### src/design/rsort_pkg.sv
// Package for the record insertion sorter.
// Holds the capacity, the record and control types shared by the cell chain and the top level.
// Depends on nothing.
package rsort_pkg;

  localparam int unsigned Capacity = 32;
  localparam int unsigned ScoreW   = 10;
  localparam int unsigned TotalW   = 12;
  localparam int unsigned TagW     = 8;

  typedef struct packed {
    logic              vld;
    logic [TotalW-1:0] total;
    logic [TagW-1:0]   tag;
  } rsort_rec_t;

  typedef struct packed {
    logic ins;
    logic shift;
  } rsort_ctrl_t;

endpackage

### src/design/record_insertion_sorter.sv
// Top level of the record insertion sorter: a chain of sorting cells and its control.
// Depends on rsort_pkg and rsort_cell.
//
//   channel | valid       | stall        | fields
//   input   | in_valid_i  | in_stall_o   | math, physics, chemistry scores, tag, last_item
//   output  | out_valid_o | out_stall_i  | sorted_tag, total_score, last_result, overflow_flag
//
// Loading takes one cycle per record; every cell compares against the new total in parallel.
// The item marked last starts emission, which takes one cycle per stored record from the head
// cell while out_stall_i is low; the input is stalled until the final result beat is taken.
// Reset clears the valid bit of every cell, the overflow mark and the emission state.
// A stalled output holds the head record; the chain shifts only when a beat is taken.
module record_insertion_sorter (
  input  logic                         clk_i,
  input  logic                         rst_ni,
  input  logic                         in_valid_i,
  output logic                         in_stall_o,
  input  logic [rsort_pkg::ScoreW-1:0] math_score_i,
  input  logic [rsort_pkg::ScoreW-1:0] physics_score_i,
  input  logic [rsort_pkg::ScoreW-1:0] chemistry_score_i,
  input  logic [rsort_pkg::TagW-1:0]   record_tag_i,
  input  logic                         last_item_i,
  output logic                         out_valid_o,
  input  logic                         out_stall_i,
  output logic [rsort_pkg::TagW-1:0]   sorted_tag_o,
  output logic [rsort_pkg::TotalW-1:0] total_score_o,
  output logic                         last_result_o,
  output logic                         overflow_flag_o
);
  import rsort_pkg::*;

  rsort_rec_t  rec [Capacity];
  rsort_rec_t  new_rec;
  rsort_rec_t  head_rec;
  rsort_rec_t  tail_rec;
  rsort_ctrl_t ctrl;
  logic        in_acc, out_acc, full;
  logic        emit_q, emit_d;
  logic        drop_q, drop_d;
  logic [Capacity-1:0] vld_vec;

  assign in_acc = in_valid_i && !in_stall_o;
  assign out_acc = out_valid_o && !out_stall_i;
  assign full = rec[Capacity-1].vld;

  assign new_rec.vld   = 1'b1;
  assign new_rec.total = TotalW'({2'b00, math_score_i}) + TotalW'({2'b00, physics_score_i})
                       + TotalW'({2'b00, chemistry_score_i});
  assign new_rec.tag   = record_tag_i;

  // The head sees a virtual record that always stays in front; the tail pulls in an empty one.
  assign head_rec.vld   = 1'b1;
  assign head_rec.total = '0;
  assign head_rec.tag   = '0;
  assign tail_rec.vld   = 1'b0;
  assign tail_rec.total = '0;
  assign tail_rec.tag   = '0;

  assign ctrl.ins   = in_acc && !full;
  assign ctrl.shift = out_acc;

  for (genvar i = 0; i < Capacity; i++) begin : g_cell
    rsort_cell u_cell (
      .clk_i  (clk_i),
      .rst_ni (rst_ni),
      .ctrl_i (ctrl),
      .new_i  (new_rec),
      .prev_i ((i == 0) ? head_rec : rec[(i == 0) ? 0 : i-1]),
      .next_i ((i == Capacity-1) ? tail_rec : rec[(i == Capacity-1) ? i : i+1]),
      .rec_o  (rec[i])
    );
    assign vld_vec[i] = rec[i].vld;
  end

  always_comb begin
    emit_d = emit_q;
    drop_d = drop_q;
    if (in_acc) begin
      if (full) begin
        drop_d = 1'b1;
      end
      if (last_item_i) begin
        emit_d = 1'b1;
      end
    end
    if (out_acc && last_result_o) begin
      emit_d = 1'b0;
      drop_d = 1'b0;
    end
  end

  always_ff @(posedge clk_i or negedge rst_ni) begin
    if (!rst_ni) begin
      emit_q <= 1'b0;
      drop_q <= 1'b0;
    end else begin
      emit_q <= emit_d;
      drop_q <= drop_d;
    end
  end

  assign in_stall_o      = emit_q;
  assign out_valid_o     = emit_q;
  assign sorted_tag_o    = rec[0].tag;
  assign total_score_o   = rec[0].total;
  assign last_result_o   = !rec[1].vld;
  assign overflow_flag_o = drop_q;

`ifndef SYNTHESIS
  a_emit_head_valid: assert property (@(posedge clk_i) disable iff (!rst_ni)
    emit_q |-> rec[0].vld)
    else $error("Emission runs with an empty head cell.");

  a_drained: assert property (@(posedge clk_i) disable iff (!rst_ni)
    (out_acc && last_result_o) |=> (!rec[0].vld && !drop_q))
    else $error("Chain not empty after the final result beat.");

  a_contiguous: assert property (@(posedge clk_i) disable iff (!rst_ni)
    $onehot({1'b0, vld_vec} + {{Capacity{1'b0}}, 1'b1}))
    else $error("Valid cells are not contiguous from the head.");

  a_sorted_head: assert property (@(posedge clk_i) disable iff (!rst_ni)
    rec[1].vld |-> (rec[0].total <= rec[1].total))
    else $error("Head cells are out of order.");

  a_drop_full: assert property (@(posedge clk_i) disable iff (!rst_ni)
    (!drop_q && !emit_q && $past(!emit_q) && drop_d) |-> full)
    else $error("Overflow marked while the chain has room.");
`endif

endmodule

### src/design/rsort_cell.sv
// One cell of the insertion chain for the record insertion sorter.
// Holds one record, inserts a broadcast record in order or shifts toward the head.
// Depends on rsort_pkg.
module rsort_cell (
  input  logic                  clk_i,
  input  logic                  rst_ni,
  input  rsort_pkg::rsort_ctrl_t ctrl_i,
  input  rsort_pkg::rsort_rec_t  new_i,
  input  rsort_pkg::rsort_rec_t  prev_i,
  input  rsort_pkg::rsort_rec_t  next_i,
  output rsort_pkg::rsort_rec_t  rec_o
);
  import rsort_pkg::*;

  rsort_rec_t rec_q, rec_d;
  logic       own_keeps;
  logic       prev_keeps;

  // Equal totals stay in front of the new record, which keeps the sort stable.
  assign own_keeps  = rec_q.vld && (rec_q.total <= new_i.total);
  assign prev_keeps = prev_i.vld && (prev_i.total <= new_i.total);

  always_comb begin
    rec_d = rec_q;
    if (ctrl_i.ins) begin
      if (own_keeps) begin
        rec_d = rec_q;
      end else if (prev_keeps) begin
        rec_d = new_i;
      end else begin
        rec_d = prev_i;
      end
    end else if (ctrl_i.shift) begin
      rec_d = next_i;
    end
  end

  always_ff @(posedge clk_i or negedge rst_ni) begin
    if (!rst_ni) begin
      rec_q <= '0;
    end else begin
      rec_q <= rec_d;
    end
  end

  assign rec_o = rec_q;

endmodule
### config.mk
export PLATFORM = sky130hd
export DESIGN_NAME = record_insertion_sorter
export DESIGN_NICKNAME = d
export VERILOG_FILES = /design/src/design/rsort_pkg.sv /design/src/design/record_insertion_sorter.sv /design/src/design/rsort_cell.sv
export SDC_FILE = /design/constraint.sdc
export NUM_CORES = 2
export LEC_CHECK = 0
export BUFFER_PORTS_ARGS = -buffer_cell sky130_fd_sc_hd__buf_2
export CELL_PAD_IN_SITES_DETAIL_PLACEMENT = 2
export CELL_PAD_IN_SITES_GLOBAL_PLACEMENT = 2
export CORE_ASPECT_RATIO = 0.7
export CORE_MARGIN = 5
export CORE_UTILIZATION = 40
export DETAILED_ROUTE_END_ITERATION = 10
export PLACE_DENSITY = 0.9
export REMOVE_ABC_BUFFERS = 1
export SYNTH_ARGS = -nofsm -noshare
export SYNTH_HDL_FRONTEND = slang
export SYNTH_HIERARCHICAL = 1
export SYNTH_SLANG_ARGS = --single-unit
export TNS_END_PERCENT = 20
### constraint.sdc
create_clock -name clk_i -period 10.4 [get_ports clk_i]
set_clock_uncertainty 0.15 [all_clocks]
set_input_delay 1.04 -clock clk_i [delete_from_list [all_inputs] [get_ports clk_i]]
set_output_delay 1.04 -clock clk_i [all_outputs]
set_load 0.02 [all_outputs]
Word level (Yosys, flattened, before mapping)
Cells that the tools add are included.
W data, S select, Z words.

storage, ports and cells
  flip-flop bits (word level) = 674
  input bits = 43
  output and inout bits = 24
  logic and storage cells = 377

operators by class
  $add $sub $neg = 2
  $lt $le $gt $ge = 33
  equality and inequality tests = 32
  multiplexer cells = 134
  reductions and logical operators = 78

operator list
  kind                   number
  $mux W21               127
  $le A12 B12 Y1         32
  $reduce_and A2 Y1      34
  $ne A2 B2 Y1 const B   32
  $logic_and A1 B1 Y1    36
  $mux W20               1
  $add A11 B10 Y12       1
  $le A1 B12 Y1 const A  1
  $add A10 B10 Y11       1
  $reduce_bool A2 Y1     4
  $mux W1                6
  $logic_not A1 Y1       4

Depth between registers and ports, before layout
  depth in word-level cells = 7
  gate-level depth with buffers = 21
  mapped depth without buffers = 20

Hierarchy
The synthesis kept the hierarchy.

modules (own cells, without submodules)
  module                             instances  cells an instance  area each (µm²)  seq. area each (µm²)
  rsort_cell (g_cell[0].u_cell ...)  31         222                1861.8           525.5
  rsort_cell (g_cell[9].u_cell)      1          336                2698.8           525.5
  record_insertion_sorter            1          87                 780.7            50.0

Least setup slack after synthesis
No wires, ideal clock.

  kind = in2reg
  start point = in math_score_i[1] in the netlist's numbering
  end point = reg g_cell[9].u_cell.rec_q (netlist bit g_cell[9].u_cell/rec_o[11])
  setup time = 92 ps
  data arrival time = 6972 ps
  required time = 10158 ps
  path slack = 3186 ps
  stages on the path = 19
  buffers on the path = 2
  cells stage by stage = fa_1 > ha_1 > inv_1 > fa_1 > nor2b_1 > o21ai_0 > nand2b_1 > a31oi_1 > xnor2_1 > inv_1 > ha_1 > nand4_1 > or3_1 > buf_6 > buf_6 > o22ai_2 > a31oi_1 > o2111a_1 > o31ai_2

RTL lines
  item                    line                           source
  start: declaration      record_insertion_sorter.sv:18  input logic [rsort_pkg::ScoreW-1:0] math_score_i,
  end signal: assignment  rsort_cell.sv:42               rec_q <= rec_d;
  end: declaration        rsort_cell.sv:15               rsort_rec_t rec_q, rec_d;

==> flow_metrics.env <==
export IMPL_drv_slew=0
export IMPL_cp_start_kind="input pin"
export IMPL_area_delta_synth_final_pct=8.10
export IMPL_antenna_found_initial=5
export IMPL_worst_pin_slew_ns=1.43
export IMPL_avgRoutedWirePerCell_um=34.5
export IMPL_path_clk_slew_ns=0.08
export IMPL_cp_required_ns=10.82
export IMPL_avgSynthCellArea_um2=8.38
export IMPL_p_per_area_nw_per_um2=383
export IMPL_cts_resized=0
export IMPL_portBuffers=66
export IMPL_fin_nets=8036
export IMPL_r2r_end="g_cell[16].u_cell/rec_o[6]"
export IMPL_dp_hpwl_mm=188
export IMPL_cp_endpoint="g_cell[30].u_cell/rec_o[2]"
export IMPL_gp_congestion=0.884
export IMPL_cts_hold_fix_buffers=0
export IMPL_crit_type="input pin to register"
export IMPL_end_kind="register"
export IMPL_core_area_um2=153000
export IMPL_ys_types=55
export IMPL_slowest_delay_ns=1.15
export IMPL_setup_tns_ns=0
export IMPL_grt_overflow=0
export IMPL_root_buffer="clkbuf_16"
export IMPL_power_leakage_nw=27.4
export IMPL_arrival_ns=7.69
export IMPL_yosys_area_top_type="dfrtp_1"
export IMPL_min_period_ns=7.27
export IMPL_num_vias=66300
export IMPL_drive_gt1_share_pct=8.55
export IMPL_dp_slack_ns=3.06
export IMPL_min_path_type="input pin to asynchronous set/reset pin"
export IMPL_dp_cells=9130
export IMPL_final_common_cell="ha_1"
export IMPL_cp_cell_sequence="buf_2, fa_1, ha_4, inv_1, fa_1, nor2b_1, o21ai_0, nand2b_1, xor2_4, buf_4, inv_1, ha_1, a21oi_1, o21ai_1, and2_4, nor4b_4, nor2_1, buf_4, o21ai_1, a31oi_1"
export IMPL_r2r_setup_slack_ns=5.57
export IMPL_first_pass_iters=6
export IMPL_post_cts_buffers=0
export IMPL_crit_path_start="math_score_i[1]"
export IMPL_synthTopCellsByArea="dfrtp_1, ha_1, o31a_1, a31oi_1, nand2b_1"
export IMPL_cts_sinks=674
export IMPL_peakVddDrop_mv=0.161
export IMPL_yosys_register_bits=674
export IMPL_path_max_fanout=35
export IMPL_grt_pass1_wl_mm=482
export IMPL_synth_edff_count=0
export IMPL_start_util_pct=40.1
export IMPL_grt_usage_pct=38.2
export IMPL_status="finished clean"
export IMPL_ant_nets=0
export IMPL_grt_pass1_vias=74000
export IMPL_hold_viol=0
export IMPL_drt_vias_per_instance=7.14
export IMPL_syn_area_um2=61200
export IMPL_clock_latency_ns=0.76
export IMPL_cts_buffers=85
export IMPL_grt_max_degree=192
export IMPL_drcViolationCount=0
export IMPL_ys_flop_type="dfrtp_1"
export IMPL_die_height_um=337
export IMPL_first_iter_violations=7431
export IMPL_max_freq_mhz=138
export IMPL_routed_wl_mm=320
export IMPL_ys_warnings_count=6
export IMPL_rows=120
export IMPL_rsz0062_at_grt="no"
export IMPL_ys_seq_area_share_pct=27.6
export IMPL_worstReg2RegStart="in_stall_o"
export IMPL_clock_path_buffers=3
export IMPL_cts_tree="built"
export IMPL_htree_levels=3
export IMPL_layout_common_cells="ha_1, nor2_1, a31oi_1, dfrtp_1, nand2b_1"
export IMPL_fin_crit_sh_pct=69.9
export IMPL_reg2reg_depth=11
export IMPL_finalWorstSetupSlack_ns=3.13
export IMPL_critPathSlowestCell="nor4b_4"
export IMPL_fp_dieArea_um2=161000
export IMPL_synthArstFlopShare_pct=100
export IMPL_final_cells=9288
export IMPL_die_x_um=477
export IMPL_ioPinCount=67
export IMPL_synthesis_instances=7305
export IMPL_synth_top_area_share_pct=27.6
export IMPL_relSlewSlack_pct=4.91
export IMPL_setup_violations=0
export IMPL_cap_violations=0
-- power breakdown --
part / internal, mW / switching, mW / leakage (nW) / total [mW]
clock network: 1.87 / 1.52 / 1.44 / 3.38
logic: 5.09 / 10.7 / 18.9 / 15.8
registers: 3.76 / 2.37 / 7.05 / 6.13
total: 10.7 / 14.6 / 27.4 / 25.3
-- stage by stage --
| stage | util (%) | cell area [um^2] | total power, mW | hold WS (ns) |
|---|---|---|---|---|
| final | 43.4 | 66200 | 25.3 | 0.134 |
| after global routing | 43.4 | 66200 | 26.2 | 0.210 |
| after CTS | 43.4 | 66100 | 24.5 | 0.201 |
| after detailed placement | 41.4 | 63200 | 19.6 | 0.389 |
| after global placement | 41.4 | 63200 | 17.6 | 0.376 |
| after floorplan | - | 58900 | 14.8 | 0.323 |
-- worst min path at each step --
stage | endpoint | slack [ns] | cells past startpoint
global placement | g_cell[9].u_cell/rec_o[6] | 0.38 | 2
detailed placement | overflow_flag_o | 0.39 | 2
floorplan | g_cell[9].u_cell/rec_o[5] | 0.32 | 2
global route | g_cell[17].u_cell/rec_o[20] | 0.21 | 1
finish | g_cell[17].u_cell/rec_o[20] | 0.13 | 1
CTS | g_cell[17].u_cell/rec_o[11] | 0.20 | 1
-- state kept, by name, indices dropped and copies added, names as in the netlist --
signal               flops
g_cell.u_cell/rec_o    672
in_stall_o               1
overflow_flag_o          1
-- layer usage --
metal	vias to the layer above	track usage, %	part of all wire [%]
met5	-	0	0.012
met4	4	22.2	6.4
met3	1537	8.63	8.5
met2	4174	63.3	46
met1	33900	45.8	39
li1	26700	-	-
-- worst max-delay path, delay by kind of cell --
kind	cells	cell delay, ns
AOI/OAI and AO/OA	5	1.36
buffers and inverters	5	1.34
and+or+nand+nor	5	1.88
xor gates and xnor gates	1	0.36
adders and majority gates	4	1.59
-- synthesized netlist by cell type (19+ instances only) --
cell / number
or4_1: 31
nor3_1: 64
a21oi_2: 64
buf_6: 65
nor2b_1: 66
inv_1: 454
and2_4: 31
o31ai_2: 19
dfrtp_1: 674
o211ai_1: 54
nand2_1: 326
o2111a_1: 20
buf_2: 224
o22ai_2: 19
clkbuf_1: 208
and4_1: 63
nor4b_4: 31
nand4_1: 130
a31oi_1: 673
nor2_1: 703
o211ai_2: 31
ha_1: 777
o31a_1: 621
o21ai_1: 620
o21ai_0: 162
a2111oi_2: 31
nand2b_1: 653
a21oi_1: 293
or3_1: 32
nand3_1: 56
and2_1: 32
a211oi_1: 32
-- cells by family (layout without fill, tap and decap cells) --
family / after synthesis / after routing / share of synthesized area, %
AO/OA/AOI/OAI: 2653 / 2653 / 29.3
flip-flops: 674 / 674 / 27.6
other: 2 / 90 / 0.0123
AND/OR/NAND/NOR: 2227 / 2227 / 19.7
XOR/XNOR: 7 / 7 / 0.100
buffers and inverters: 954 / 836 / 7.11
adder cells (fa/ha/maj): 788 / 788 / 16.2
-- layout make-up --
class / count / area (um^2)
fillers: 16700 / 86400
repair buffers: 226 / 1670
inverters: 454 / 1710
flip-flops and latches: 674 / 16900
multi-input cells: 5764 / 40400
well taps: 2013 / 2520
clock inverters: 38 / 480
diodes: 1 / 2.50
clock buffers: 118 / 2460
Note: power is estimated with default switching activity, not from simulation.
